**src/hdl/clsup_pkg.sv**
```systemverilog
// Shared types and constants for the cellular link supervisor.
// No dependencies; used by every module of the block.
`timescale 1ns / 1ps

package clsup_pkg;

	localparam int unsigned NOW_W      = 32;
	localparam int unsigned BEARER_W   = 8;
	localparam int unsigned COUNT_W    = 32;
	localparam int unsigned HB_W       = 16;
	localparam int unsigned RTO_W      = 16;
	localparam int unsigned RRD_W      = 8;
	localparam int unsigned WD_W       = 19;
	localparam int unsigned CFG_IDX_W  = 2;
	localparam int unsigned CFG_DATA_W = 16;
	localparam int unsigned S_TDATA_W  = 48;
	localparam int unsigned M_TDATA_W  = 40;

	localparam logic [BEARER_W-1:0] BEARER_ACTIVE  = 8'd4;
	localparam logic [WD_W-1:0]     WATCHDOG_SLACK = 19'd5;
	localparam logic [HB_W-1:0]     HB_RST         = 16'hFFFF;
	localparam logic [RTO_W-1:0]    RTO_RST        = 16'd90;
	localparam logic [RRD_W-1:0]    RRD_RST        = 8'd5;
	// 7 * 0xFFFF + 5
	localparam logic [WD_W-1:0]     WD_BOUND_RST   = 19'd458750;

	typedef enum logic [2:0] {
		ST_INIT       = 3'd0,
		ST_REGISTERED = 3'd1,
		ST_ACTIVATED  = 3'd2,
		ST_RUNNING    = 3'd3,
		ST_FAILED     = 3'd4
	} link_state_t;

	typedef enum logic {
		OP_TICK     = 1'b0,
		OP_TEARDOWN = 1'b1
	} op_t;

	typedef enum logic [CFG_IDX_W-1:0] {
		CFG_HEARTBEAT   = 2'd0,
		CFG_REG_TIMEOUT = 2'd1,
		CFG_REREG_DELAY = 2'd2
	} cfg_idx_t;

	typedef struct packed {
		logic [RTO_W-1:0] register_timeout;
		logic [RRD_W-1:0] reregister_delay;
		logic [WD_W-1:0]  wd_bound;
	} cfg_t;

	typedef struct packed {
		op_t                 operation;
		logic [NOW_W-1:0]    now;
		logic                service_available;
		logic [BEARER_W-1:0] bearer_status;
	} item_t;

	typedef struct packed {
		link_state_t        link_state;
		logic               link_ok;
		logic [COUNT_W-1:0] reg_count;
		logic               apn_setup_pulse;
		logic               teardown_pulse;
		logic               service_tick_pulse;
		logic               reboot_request;
	} result_t;

endpackage

```
**src/hdl/clsup_cfg.sv**
```systemverilog
// Configuration registers of the link supervisor, with the watchdog bound
// precomputed on write. Depends on clsup_pkg.
`timescale 1ns / 1ps

module clsup_cfg (
	input  logic                                 clk,
	input  logic                                 arst_n,
	input  logic                                 cfg_we,
	input  logic [clsup_pkg::CFG_IDX_W-1:0]      cfg_index,
	input  logic [clsup_pkg::CFG_DATA_W-1:0]     cfg_wdata,
	output clsup_pkg::cfg_t                      cfg
);

	logic [clsup_pkg::RTO_W-1:0] rto_q;
	logic [clsup_pkg::RRD_W-1:0] rrd_q;
	logic [clsup_pkg::WD_W-1:0]  wd_bound_q;
	logic [clsup_pkg::WD_W-1:0]  hb_ext;
	logic [clsup_pkg::WD_W-1:0]  wd_bound_new;

	// 7 * hb + 5 as (hb << 3) - hb + 5
	assign hb_ext       = clsup_pkg::WD_W'(cfg_wdata[clsup_pkg::HB_W-1:0]);
	assign wd_bound_new = (hb_ext << 3) - hb_ext + clsup_pkg::WATCHDOG_SLACK;

	always_ff @(posedge clk or negedge arst_n) begin
		if (!arst_n) begin
			rto_q      <= clsup_pkg::RTO_RST;
			rrd_q      <= clsup_pkg::RRD_RST;
			wd_bound_q <= clsup_pkg::WD_BOUND_RST;
		end else if (cfg_we) begin
			unique case (clsup_pkg::cfg_idx_t'(cfg_index))
				clsup_pkg::CFG_HEARTBEAT:   wd_bound_q <= wd_bound_new;
				clsup_pkg::CFG_REG_TIMEOUT: rto_q <= cfg_wdata[clsup_pkg::RTO_W-1:0];
				clsup_pkg::CFG_REREG_DELAY: rrd_q <= cfg_wdata[clsup_pkg::RRD_W-1:0];
				default: ;
			endcase
		end
	end

	assign cfg.register_timeout = rto_q;
	assign cfg.reregister_delay = rrd_q;
	assign cfg.wd_bound         = wd_bound_q;

endmodule

```
**src/hdl/clsup_step.sv**
```systemverilog
// Link state machine: state, timestamps and registration counter, with the
// per-beat next-state and result logic. Depends on clsup_pkg.
`timescale 1ns / 1ps

module clsup_step (
	input  logic                clk,
	input  logic                arst_n,
	input  logic                fire,
	input  clsup_pkg::item_t    item,
	input  clsup_pkg::cfg_t     cfg,
	output clsup_pkg::result_t  res
);

	clsup_pkg::link_state_t              state_q, state_d;
	logic [clsup_pkg::NOW_W-1:0]         failed_stamp_q, failed_stamp_d;
	logic [clsup_pkg::NOW_W-1:0]         apn_stamp_q, apn_stamp_d;
	logic [clsup_pkg::NOW_W-1:0]         good_stamp_q, good_stamp_d;
	logic [clsup_pkg::COUNT_W-1:0]       count_q, count_d;
	logic [clsup_pkg::NOW_W-1:0]         since_failed, since_apn, since_good;
	logic [clsup_pkg::NOW_W-1:0]         rto_ext, rrd_ext, wd_ext;
	logic                                apn_p, tear_p, svc_p, reboot_p;

	assign since_failed = item.now - failed_stamp_q;
	assign since_apn    = item.now - apn_stamp_q;
	assign since_good   = item.now - good_stamp_q;
	assign rto_ext      = clsup_pkg::NOW_W'(cfg.register_timeout);
	assign rrd_ext      = clsup_pkg::NOW_W'(cfg.reregister_delay);
	assign wd_ext       = clsup_pkg::NOW_W'(cfg.wd_bound);

	always_comb begin
		state_d        = state_q;
		failed_stamp_d = failed_stamp_q;
		apn_stamp_d    = apn_stamp_q;
		good_stamp_d   = good_stamp_q;
		count_d        = count_q;
		apn_p          = 1'b0;
		tear_p         = 1'b0;
		svc_p          = 1'b0;
		reboot_p       = 1'b0;
		if (item.operation == clsup_pkg::OP_TEARDOWN) begin
			tear_p = 1'b1;
		end else begin
			unique case (state_q)
				clsup_pkg::ST_INIT: begin
					if (item.service_available) begin
						apn_stamp_d = item.now;
						count_d     = count_q + clsup_pkg::COUNT_W'(1);
						state_d     = clsup_pkg::ST_REGISTERED;
						apn_p       = 1'b1;
					end else if (since_failed > rto_ext) begin
						tear_p = 1'b1;
					end
				end
				clsup_pkg::ST_REGISTERED: begin
					if (item.bearer_status == clsup_pkg::BEARER_ACTIVE) begin
						state_d = clsup_pkg::ST_ACTIVATED;
					end else if (since_apn > rto_ext) begin
						tear_p = 1'b1;
					end
				end
				clsup_pkg::ST_ACTIVATED: begin
					state_d = clsup_pkg::ST_RUNNING;
				end
				clsup_pkg::ST_RUNNING: begin
					good_stamp_d = item.now;
					svc_p        = 1'b1;
				end
				clsup_pkg::ST_FAILED: begin
					if (since_good > wd_ext) begin
						reboot_p = 1'b1;
					end else if (since_failed >= rrd_ext) begin
						state_d = clsup_pkg::ST_INIT;
					end
				end
				default: ;
			endcase
		end
		if (tear_p) begin
			failed_stamp_d = item.now;
			state_d        = clsup_pkg::ST_FAILED;
		end
	end

	always_ff @(posedge clk or negedge arst_n) begin
		if (!arst_n) begin
			state_q        <= clsup_pkg::ST_INIT;
			failed_stamp_q <= '0;
			apn_stamp_q    <= '0;
			good_stamp_q   <= '0;
			count_q        <= '0;
		end else if (fire) begin
			state_q        <= state_d;
			failed_stamp_q <= failed_stamp_d;
			apn_stamp_q    <= apn_stamp_d;
			good_stamp_q   <= good_stamp_d;
			count_q        <= count_d;
		end
	end

	assign res.link_state         = state_d;
	assign res.link_ok            = (state_d == clsup_pkg::ST_RUNNING);
	assign res.reg_count          = count_d;
	assign res.apn_setup_pulse    = apn_p;
	assign res.teardown_pulse     = tear_p;
	assign res.service_tick_pulse = svc_p;
	assign res.reboot_request     = reboot_p;

endmodule

```
**src/hdl/cellular_link_supervisor_core.sv**
```systemverilog
// Cellular link supervisor top level: input beat register, state step and
// result register. Depends on clsup_pkg, clsup_cfg and clsup_step.
//
// Usage:
//   Each input beat is a periodic tick (s_tuser = 0) carrying the clock in
//   seconds, service availability and bearer status, or a teardown request
//   (s_tuser = 1). Every input beat yields exactly one output beat with the
//   state after the beat, the link-ok flag, the registration count and the
//   action pulses.
//   A beat accepted is registered in the input register, stepped through the
//   state machine as it moves into the result register and presented on
//   m_tdata from there. One beat per cycle is taken while m_tready is high,
//   set by the single state register update per beat.
//   Configuration writes take effect at the edge they are written; the user
//   must make them while no beat is in flight (the block does not enforce it).
//   Reset clears the state to init, all timestamps and the counter to zero,
//   loads the register defaults and empties both beat registers.
//   When m_tready is low the result register holds; one more beat is taken
//   into the input register, then s_tready drops until the result leaves.
`timescale 1ns / 1ps

module cellular_link_supervisor_core (
	input  logic                                  clk,
	input  logic                                  arst_n,
	input  logic                                  s_tvalid,
	output logic                                  s_tready,
	// [31:0] now, [32] service_available, [40:33] bearer_status, [47:41] zero
	input  logic [clsup_pkg::S_TDATA_W-1:0]       s_tdata,
	// [0] operation
	input  logic                                  s_tuser,
	output logic                                  m_tvalid,
	input  logic                                  m_tready,
	// [2:0] link_state, [3] link_ok, [35:4] reg_count, [36] apn_setup_pulse,
	// [37] teardown_pulse, [38] service_tick_pulse, [39] reboot_request
	output logic [clsup_pkg::M_TDATA_W-1:0]       m_tdata,
	input  logic                                  cfg_we,
	input  logic [clsup_pkg::CFG_IDX_W-1:0]       cfg_index,
	input  logic [clsup_pkg::CFG_DATA_W-1:0]      cfg_wdata
);

	clsup_pkg::item_t    item_s1;
	clsup_pkg::item_t    item_in;
	clsup_pkg::result_t  res_comb;
	clsup_pkg::result_t  res_s2;
	clsup_pkg::cfg_t     cfg;
	logic                valid_s1;
	logic                valid_s2;
	logic                fire;
	logic                accept;

	assign item_in.operation         = clsup_pkg::op_t'(s_tuser);
	assign item_in.now               = s_tdata[31:0];
	assign item_in.service_available = s_tdata[32];
	assign item_in.bearer_status     = s_tdata[40:33];

	assign fire     = valid_s1 && (!valid_s2 || m_tready);
	assign s_tready = !valid_s1 || fire;
	assign accept   = s_tvalid && s_tready;

	always_ff @(posedge clk or negedge arst_n) begin
		if (!arst_n) begin
			valid_s1 <= 1'b0;
			valid_s2 <= 1'b0;
		end else begin
			if (accept) begin
				valid_s1 <= 1'b1;
			end else if (fire) begin
				valid_s1 <= 1'b0;
			end
			if (fire) begin
				valid_s2 <= 1'b1;
			end else if (m_tready) begin
				valid_s2 <= 1'b0;
			end
		end
	end

	always_ff @(posedge clk) begin
		if (accept) begin
			item_s1 <= item_in;
		end
		if (fire) begin
			res_s2 <= res_comb;
		end
	end

	clsup_cfg u_cfg (
		.clk       (clk),
		.arst_n    (arst_n),
		.cfg_we    (cfg_we),
		.cfg_index (cfg_index),
		.cfg_wdata (cfg_wdata),
		.cfg       (cfg)
	);

	clsup_step u_step (
		.clk    (clk),
		.arst_n (arst_n),
		.fire   (fire),
		.item   (item_s1),
		.cfg    (cfg),
		.res    (res_comb)
	);

	assign m_tvalid = valid_s2;
	assign m_tdata  = {res_s2.reboot_request, res_s2.service_tick_pulse,
		res_s2.teardown_pulse, res_s2.apn_setup_pulse, res_s2.reg_count,
		res_s2.link_ok, res_s2.link_state};

endmodule

```
**config.mk**
```make
export PLATFORM = sky130hd
export DESIGN_NAME = cellular_link_supervisor_core
export DESIGN_NICKNAME = d
export VERILOG_FILES = /design/src/hdl/clsup_pkg.sv /design/src/hdl/clsup_cfg.sv /design/src/hdl/clsup_step.sv /design/src/hdl/cellular_link_supervisor_core.sv
export SDC_FILE = /design/constraint.sdc
export NUM_CORES = 1
export LEC_CHECK = 0
export BUFFER_PORTS_ARGS = -buffer_cell sky130_fd_sc_hd__buf_2
export CORE_MARGIN = 2
export CORE_UTILIZATION = 40
export CTS_CLUSTER_SIZE = 12
export DETAILED_ROUTE_END_ITERATION = 12
export PLACE_DENSITY_LB_ADDON = 0.3
export RECOVER_POWER = 50
export SLEW_MARGIN = 20
export SYNTH_ARGS = -nofsm -noshare
export SYNTH_HDL_FRONTEND = slang
export SYNTH_HIERARCHICAL = 1
export SYNTH_SLANG_ARGS = --single-unit
```
**constraint.sdc**
```tcl
create_clock -name clk -period 7.1 [get_ports clk]
set_input_delay 1.065 -clock clk [delete_from_list [all_inputs] [get_ports clk]]
set_output_delay 1.065 -clock clk [all_outputs]
set_load 0.02 [all_outputs]
```
==> impl.org, run 1 <==
** Timing
- Timing would allow up to 0.1657 GHz.
- Post-route minimum period :: 6.036 ns
- Worst hold margin :: 0.4658 ns
- Setup repair after global routing left no endpoint under its margin.
- For the pin with the worst max-slew slack, the measured transition is 4.198 ns.
- Clock skew on the completed layout was measured at 0.01493 ns.
- Max-slew violation count :: 271
- Total Neg Setup Slack :: 0 ns
- The final number of hold-violating endpoints was 0.
- Slew HR :: -179.9%
- Setup violations remaining at the end of the flow were counted as 0.
- Period utilisation layout :: 85.02%

** CTS
- Clock net sink count :: 258
- Gates resized during post-CTS repair numbered 0.
- The clock reaches the later pin of the worst-skew pair after 0.57 ns.
- After clock tree synthesis, the setup repair step added 0 buffers.
- Clock-pin slew was measured on the worst setup and hold paths at 0.06 ns.
- Number of buffers created by CTS :: 30
- TritonCTS built the clock tree.
- Clock buffer depth :: 3
- Root buffer cell :: sky130_fd_sc_hd__clkbuf_16
- CTS built an H-tree with a depth of 1.
- In this run, post-CTS hold repair placed 0 buffers.

** Die
- Count of boundary I/O pins :: 114
- The die is 217.8 microns wide.
- The floorplan step defined a die boundary enclosing 0.04745 sq mm.
- Core area :: 0.04528 sq mm
- After floorplanning, the core was divided into 78 placement rows.
- Starting utilization of the core area :: 40.39%
- Chip height :: 217.8 microns

** Detailed routing
- Routed wire length per instance :: 17.52 microns
- For this block, the initial DRC count from the detailed router was 1205.
- The detailed router placed 14710 vias in this run.
- In the final routing, the length of wire on met1 measures 21770 microns.
- Detailed Route WL :: 46260 microns
- Detailed Routing Iterations Pass 1 :: 6
- Detailed route wirelength on metal2 :: 20930 microns
- Dividing the detail-routed via count by the number of cells gives 5.572.
- Residual DRC count :: 0
- The routed design uses 1836 microns of met3 wire.
- Top routing layer in use :: met4
- Final ANT Viol Nets :: 0

** GRT
- The first global-routing pass estimated 75050 microns of wire.
- Via count of the first global-routing pass :: 14530
- Global routing consumed, over all layers together, 19.55% of the routing resources.
- Entering global routing, the biggest net connects 74 pins.
- Overflow after GRT :: 0
- Number of antenna violations at the first check in global routing :: 0

** Logic synthesis
- In this run, synthesis inferred 82 flip-flops with an integrated enable.
- Post-synthesis async set-or-reset flop share :: 68.22%
- In the synthesized netlist the dominant register cell turns out to be sky130_fd_sc_hd__dfrtp_1.
- The cell area that synthesis handed to floorplanning was 0.01829 sq mm.
- A synthesized cell averages 9.404 sq um.
- Gate count after technology mapping :: 1945
- The number of nets in the synthesized netlist is 2187.
- During synthesis, Yosys emitted a total of 6 warnings.
- The synthesized netlist contains 93 unique library cells.
- Synth Register Bits :: 258
- Sequential area share after synthesis :: 37.70%

** Run status
- The run finished, with violations left.
- Violated checks :: max-capacitance violations, max-slew violations

** Finish
- The number of antenna diodes in the final layout is 0.
- Share of final-layout standard cells stronger than drive strength 1 :: 13.87%
- For this run, the post-layout net count is 2258.
- The filler cells instantiated in the layout total 4429.
- The area growth from synthesis to layout is 10.79%.

** Critical path
- The critical path goes through ha_1 -> and2_1 -> o211ai_1 -> a31oi_1 -> nor2_1 -> o21ai_0 -> nor2b_1 -> nor2b_1 -> o21bai_1 -> a21oi_1 -> xnor2_1 -> ha_1 -> a21o_1 -> a211oi_1 -> o311ai_0 -> o31ai_1 -> nand4b_1 -> nor4_1 -> nand4_1 -> nor4_1 -> buf_4 -> o311ai_0 -> nand2_1 -> nand2_1.
- At the worst endpoint, the required time is 7.39 ns.
- Crit path max-delay family :: compound AO/OA/AOI/OAI gates
- Cell type of the slowest stage on the worst timing path :: sky130_fd_sc_hd__edfxtp_1
- Worst Path Arrival :: 6.32 ns
- The number of buffers and inverters on the critical path is 1.
- Kind of start point of the critical path :: flop
- The worst setup path is captured at a flop.
- Startpoint-to-endpoint class of the critical path :: flop to flop
- Highest cell delay on the worst timing path :: 0.52 ns
- In this run the worst path has a maximum fanout of 6.

** Pwr
- Power spread over the standard cell area amounts to 256.4 mW/mm^2.
- Leak pwr :: 8.700 nW
- Largest voltage drop on the vdd net :: 0.1851 mV

** Hold path
- The path class of the tightest hold or removal check is flop to flop.

** Placed design
- Summed over all nets, the half-perimeter wirelength after detailed placement is 35750 microns.
- The congestion estimate from routability-driven global placement came to 0.8938.
- Number of input and output port buffers inserted :: 106

** Run
- Max Cap Viol :: 5
## tightest hold or removal path: stages, from the launching register on
cell	delay, ns
sky130_fd_sc_hd__dfstp_2	0.36
sky130_fd_sc_hd__nand2_1	0.04
sky130_fd_sc_hd__o21ai_1	0.05
## layout make-up
class | count | area [sq um] | area share [%]
clock buffers | 42 | 805.8 | 3.977
clock inverters | 14 | 193.9 | 0.9571
inverters | 174 | 653.1 | 3.223
multi-input cells | 1436 | 10380 | 51.22
flip-flops and latches | 258 | 6895 | 34.03
well taps | 600 | 750.7 | 3.705
repair buffers | 116 | 585.6 | 2.890
## metrics by stage
stage / cell area (sq um) / total power, mW / instances / utilization [%] / setup slack, ns
3_3_place_gp: 19310 / 3.613 / 2584 / 42.64 / 1.164
6_report: 20260 / 5.196 / 2640 / 44.75 / 1.064
4_1_cts: 20310 / 5.242 / 2640 / 44.84 / 1.012
2_1_floorplan: 18290 / 3.188 / 1945 / - / 2.458
3_5_place_dp: 19310 / 3.663 / 2584 / 42.64 / 1.099
5_1_grt: 20260 / 5.548 / 2640 / 44.75 / 0.4620
## power by group
group	internal [mW]	total, mW	leakage [nW]	switching, mW
combinational	0.746	1.84	5.17	1.10
clock	0.937	1.54	0.473	0.600
sequential	1.71	1.82	3.06	0.103
## placed cells by master (no fill, tap or decap), types with 30 or more instances in the layout
cell type,synthesis,final
sky130_fd_sc_hd__mux2_2,71,70
sky130_fd_sc_hd__a21o_1,38,38
sky130_fd_sc_hd__xor2_1,57,57
sky130_fd_sc_hd__buf_2,8,97
sky130_fd_sc_hd__nand3_1,40,40
sky130_fd_sc_hd__dfrtp_1,153,153
sky130_fd_sc_hd__nor3_1,32,32
sky130_fd_sc_hd__edfxtp_1,82,82
sky130_fd_sc_hd__inv_1,173,173
sky130_fd_sc_hd__xnor2_1,91,91
sky130_fd_sc_hd__nand2_1,195,195
sky130_fd_sc_hd__ha_1,167,167
sky130_fd_sc_hd__o21ai_0,72,88
sky130_fd_sc_hd__a21oi_1,139,139
sky130_fd_sc_hd__nor2_1,91,91
sky130_fd_sc_hd__nand4_1,52,52
sky130_fd_sc_hd__clkbuf_16,0,30
## metal layers
layer / global-route usage, % / vias to the layer above
met5: 0 / -
met4: 6.916 / 0
met3: 2.036 / 97
met2: 32.15 / 354
met1: 26.75 / 7079
li1: - / 7180
## sequential cells by signal (all words and copies together), names as in the netlist
register	count
u_step/good_stamp_q	32
valid_s1	1
m_tvalid	1
u_step/failed_stamp_q	32
u_step/count_q	32
u_cfg/rto_q	16
u_cfg/rrd_q	8
u_cfg/wd_bound_q	19
u_step/state_q	3
item_s1	42
m_tdata	40
u_step/apn_stamp_q	32
## cell families after synthesis
| logic type | after synthesis | synth area share [%] |
|---|---|---|
| AO/OA/AOI/OAI | 506 | 18.87 |
| XOR/XNOR | 148 | 7.087 |
| AND/OR/NAND/NOR | 535 | 14.41 |
| buffers and inverters | 251 | 5.473 |
| multiplexers | 77 | 4.707 |
| flip-flops | 258 | 37.70 |
| adder cells (fa/ha/maj) | 170 | 11.75 |
## final timing paths
path,endpoint,slack [ns],start,cells after the start
worst min register to register,u_cfg/wd_bound_q[15]$_DFFE_PN1P_,0.47,u_cfg/wd_bound_q[15]$_DFFE_PN1P_,2
worst max register to register,m_tdata[2]$_DFFE_PP_,1.06,item_s1[13]$_DFFE_PP_,24
worst min-delay path,u_cfg/wd_bound_q[15]$_DFFE_PN1P_,0.47,u_cfg/wd_bound_q[15]$_DFFE_PN1P_,2
min in group asynchronous,u_step/apn_stamp_q[0]$_DFFE_PN0P_,1.96,arst_n,1
worst max-delay path,m_tdata[2]$_DFFE_PP_,1.06,item_s1[13]$_DFFE_PP_,24
max in group asynchronous,u_step/apn_stamp_q[20]$_DFFE_PN0P_,1.92,arst_n,2
## Yosys cell counts (38+ instances only)
master,number,area share [%]
sky130_fd_sc_hd__a21o_1,38,1.6
sky130_fd_sc_hd__a21oi_1,139,3.8
sky130_fd_sc_hd__clkbuf_1,54,1.1
sky130_fd_sc_hd__dfrtp_1,153,21
sky130_fd_sc_hd__edfxtp_1,82,13
sky130_fd_sc_hd__ha_1,167,11
sky130_fd_sc_hd__inv_1,173,3.6
sky130_fd_sc_hd__mux2_2,71,4.4
sky130_fd_sc_hd__nand2_1,195,4.0
sky130_fd_sc_hd__nand3_1,40,1.1
sky130_fd_sc_hd__nand4_1,52,1.8
sky130_fd_sc_hd__nor2_1,91,1.9
sky130_fd_sc_hd__o21ai_0,72,2.0
sky130_fd_sc_hd__xnor2_1,91,4.4
sky130_fd_sc_hd__xor2_1,57,2.7
Power figures use the tool's default switching activity.
==> run 2: changes to the inputs <==
--- a/config.mk
+++ b/config.mk
@@ -5,6 +5,7 @@
 export SDC_FILE = /design/constraint.sdc
 export NUM_CORES = 1
 export LEC_CHECK = 0
+export ABC_AREA = 1
 export BUFFER_PORTS_ARGS = -buffer_cell sky130_fd_sc_hd__buf_2
 export CORE_MARGIN = 2
 export CORE_UTILIZATION = 40
==> constraint.sdc (replaced) <==
create_clock -name clk -period 6.6 [get_ports clk]
set_input_delay 1.32 -clock clk [delete_from_list [all_inputs] [get_ports clk]]
set_output_delay 1.32 -clock clk [all_outputs]
set_load 0.02 [all_outputs]
==> impl.org, run 2 <==
** Timing
- Setup-violating endpoint count in the final report :: 0 (unchanged)
- The max-slew violation total from the final report is 192 (-29%).
- Counting I/O delays and the setup requirement, the final critical path takes 4.706 ns.
- Count of endpoints failing hold in the final timing report :: 0 (unchanged)
- Worst Clk Skew :: 0.01252 ns (-0.002407 ns)
- The setup TNS after final layout came to 0 ns (unchanged).
- Measured slew at the worst slew-check pin :: 3.021 ns (-1.177 ns)
- In the finished design, the share of the clock period the worst path needs comes to 71.31%.
- Highest clock rate :: 0.2125 GHz
- The relative max-transition margin came to -101.4% (+78 points).
- Setup slack after layout :: 1.894 ns (+0.8300 ns)
- Setup repair after global routing left no endpoint under its margin.

** Hold path
- HP Class :: flop to flop
- The number of cells on the worst hold path was 2 (unchanged).

** Pwr
- The fraction of power consumed by sequential logic was 34.8% (-0.2 points).
- The power share of the clock group came to 27.9% (-1.7 points).
- Internal Dissipation :: 3.566 mW (+4.9%)
- Power dissipated by switching net loads :: 2.231 mW (+24%)
- The switching share of power was 38.49% (+3.9 points).
- The largest vdd supply drop is 0.1987 mV (+7.4%).
- Pwr/cell area :: 265.3 mW/mm^2 (+3.4%)
- Combinational group share of total power :: 37.3% (+1.9 points)
- The standby leakage power came to 11.86 nW (+36%).

** Logic synthesis
- Gate count after technology mapping :: 2878 (+48%)
- The share of synthesized flip-flops with an asynchronous set or reset was 68.22% (unchanged).
- Most frequently used flop master after synthesis :: sky130_fd_sc_hd__dfrtp_1
- Among all cell types in the netlist, the one instantiated most often is sky130_fd_sc_hd__nand2_1.
- The count of flip-flops with a built-in enable after synthesis came to 82 (unchanged).
- The number of distinct library cells after synthesis is 51 (-45%).
- The share of synthesized area occupied by flip-flops and latches was 35.02% (-2.7 points).
- The net count after synthesis was 3120 (+43%).
- Average cell area after synthesis :: 6.841 sq um (-27%)
- The total of flip-flops plus latches after synthesis is 258 (unchanged).
- The largest total area in the synthesized netlist belongs to sky130_fd_sc_hd__dfrtp_1.
- Area fraction of the dominant cell type after synthesis :: 19.45% (-1.5 points)
- By area the synthesized netlist is led by sky130_fd_sc_hd__dfrtp_1, sky130_fd_sc_hd__nand2_1, sky130_fd_sc_hd__edfxtp_1.
- Total of warnings raised by yosys :: 6 (unchanged)
- After synthesis, the most frequently instantiated cells are sky130_fd_sc_hd__nand2_1, sky130_fd_sc_hd__inv_1, sky130_fd_sc_hd__nor2_1.
- The post-synthesis cell area is 0.01969 sq mm (+7.6%).

** Placed design
- The count of port buffers added during placement came to 106 (unchanged).
- The standard cell area after detailed placement came to 0.02091 sq mm (+8.3%).
- The instance count after placement with tap cells included is 3611 (+40%).
- Worst slack, placed :: 1.958 ns (+0.8596 ns)
- The post-DP HPWL came to 40560 microns (+13%).
- Final estimated routing congestion in global placement :: 0.9235 (+3.3%)

** Finish
- The combined flip-flop and latch cell area came to 0.006895 sq mm (unchanged).
- Area overhead of the layout relative to synthesis :: 10.98%
- The post-layout net count was 3222 (+43%).
- Final standard cell count with taps included and fillers excluded :: 3668 (+39%)
- Leaving out fill and tap cells, the most frequent cell in the layout is sky130_fd_sc_hd__nand2_1.
- Largest register by flop count :: item_s1
- The library cells used most frequently in the layout, excluding fill and tap cells, are sky130_fd_sc_hd__nand2_1, sky130_fd_sc_hd__inv_1, sky130_fd_sc_hd__nor2_1.
- The post-layout instance area is 0.02185 sq mm (+7.8%).
- Final core utilization :: 44.82% (+0.077 points)
- The area of the multi-input gates was 0.01057 sq mm (+1.8%).
- The layout cell share with drive strength beyond 1 came to 6.957% (-6.9 points).
- Flip-flop count of the largest register, all copies and words added :: 42 (unchanged)
- Filler Cells Inserted :: 5020 (+13%)
- The number of diodes is 0 (unchanged).

** CTS
- The insertion delay of the later-clocked pin in the worst-skew pair is 0.58 ns (about the same).
- Number of gates given a new drive strength after cts :: 0 (unchanged)
- The maximum root-to-sink buffer count came to 3 (unchanged).
- Number of buffers created by CTS :: 30 (unchanged)
- Clock tree from TritonCTS :: built
- The hold-fix buffer count after cts came to 0 (unchanged).
- The root buffer cell chosen for the clock tree is sky130_fd_sc_hd__clkbuf_16.
- The clock sink total was 258 (unchanged).
- The number of H-tree levels is 1 (unchanged).
- Count of buffers added by post-CTS timing repair for setup :: 0 (unchanged)
- Clock transition at path regs :: 0.06 ns (about the same)

** Critical path
- The critical path in this run is classified as input port to flop.
- The data required time at the worst endpoint is 7.07 ns (-0.32 ns).
- The worst setup path is launched from an input port.
- Length in cells of the worst reg-to-reg path :: 24 (unchanged)
- The worst setup path is captured at a flop.
- Worst Path Arrival :: 5.18 ns (-1.14 ns)
- The biggest fanout along the worst timing path came to 64 (+58).

** Detailed routing
- The detailed-routed wire length on met3 was 2177 microns (+19%).
- Residual DRC count :: 0 (unchanged)
- Initial DRC count :: 1167 (-3.2%)
- The detailed-routing iteration count for the pre-antenna-repair pass came to 5 (-1).
- The mean number of vias per cell was 4.787 (-14%).
- The number of nets with antenna violations after routing came to 0 (unchanged).
- Detailed Route WL :: 50820 microns (+9.9%)
- The number of vias in the routed layout came to 17560 (+19%).
- The wire length on met2 came to 23350 microns (+12%).
- Routed wire length per instance :: 13.85 microns (-21%)
- Top routing layer in use :: met4
- Post-Route M1 WL :: 24150 microns (+11%)

** Run status
- Violated checks :: max-capacitance violations, max-slew violations
- Outcome :: complete, but fails checks

** Die
- The floorplan die width is 225.9 microns (+3.7%).
- Rows :: 81 (+3.8%)
- Starting utilization of the core area :: 40.39% (about the same)
- Core area :: 0.04875 sq mm (+7.7%)
- The die height was 225.9 microns (+3.7%).
- Die area :: 0.05101 sq mm (+7.5%)
- Count of boundary I/O pins :: 114 (unchanged)

** GRT
- The first-pass GRT wire length was 81450 microns (+8.5%).
- Largest net degree at the start of global routing :: 90 (+22%)
- Via count of the first global-routing pass :: 16150 (+11%)
- Overflow after GRT :: 0 (unchanged)
- Number of antenna violations at the first check in global routing :: 0 (unchanged)
- The global-route usage over all layers is 19.98% (+0.44 points).

** Run
- Max Cap Viol :: 4 (-1)
run 2: changes by cell type after synthesis, sizes merged, moves of 36 or more:
| cell | change |
|---|---|
| nand2 | +803 |
| inv | +362 |
| nor2 | +151 |
| nand3 | +124 |
| xnor2 | -76 |
| mux2 | -72 |
| o2bb2ai | -36 |
run 2: routing by layer:
metal,up-vias,global-route usage (%)
li1,9170,-
met1,7994,27.56
met2,333,33.27
met3,63,2.251
met4,0,5.234
met5,-,0
run 2: final cells by class:
type / instances / area share, %
multi-input cells: 2037 / 48.35
flip-flops and latches: 258 / 31.56
inverters: 540 / 9.276
well taps: 664 / 3.802
clock buffers: 43 / 3.796
repair buffers: 113 / 2.663
clock inverters: 13 / 0.5554
run 2: power by group through the flow:
stage | clock network, mW | registers [mW] | logic [mW]
after floorplan | 0 | 2.03 | 1.60
after global placement | 0 | 2.04 | 2.12
after detailed placement | 0 | 2.04 | 2.15
after CTS | 1.66 | 2.02 | 2.16
after global routing | 1.72 | 2.04 | 2.50
final | 1.61 | 2.02 | 2.16
run 2: cell families (layout without fill, tap and decap cells):
group	after synthesis	after routing	share of synthesized area [%]
buf+inv	583	709	11.41
flops	258	258	35.02
fa+ha+maj	170	170	10.92
simple gates	1496	1496	31.10
xor+xnor	91	91	4.048
compound gates	280	280	7.499
run 2: per-stage QoR:
| stage | power (mW) | hold WS, ns |
|---|---|---|
| floorplan | 3.630 | 0.4419 |
| global placement | 4.160 | 0.4552 |
| detailed placement | 4.192 | 0.4582 |
| CTS | 5.840 | 0.4723 |
| global route | 6.266 | 0.4862 |
| finish | 5.797 | 0.4686 |
run 2: final timing paths:
check / start / to / slack [ns]
setup / recovery: m_tready / u_step/good_stamp_q[0]$_DFFE_PN0P_ / 1.89
hold / removal: u_cfg/wd_bound_q[12]$_DFFE_PN1P_ / u_cfg/wd_bound_q[12]$_DFFE_PN1P_ / 0.47
setup reg to reg: item_s1[9]$_DFFE_PP_ / u_step/failed_stamp_q[4]$_DFFE_PN0P_ / 1.92
hold reg to reg: u_cfg/wd_bound_q[12]$_DFFE_PN1P_ / u_cfg/wd_bound_q[12]$_DFFE_PN1P_ / 0.47
max in group asynchronous: arst_n / u_cfg/wd_bound_q[0]$_DFFE_PN0P_ / 2.68
min in group asynchronous: arst_n / u_step/count_q[13]$_DFFE_PN0P_ / 0.79
run 2: worst max-delay path: stages:
cell and delay, ns:
sky130_fd_sc_hd__buf_2 0.08, sky130_fd_sc_hd__inv_1 0.07, sky130_fd_sc_hd__a21oi_4 0.12, sky130_fd_sc_hd__clkbuf_1 2.13, sky130_fd_sc_hd__nand2_4 0.97, sky130_fd_sc_hd__o21ai_0 0.41
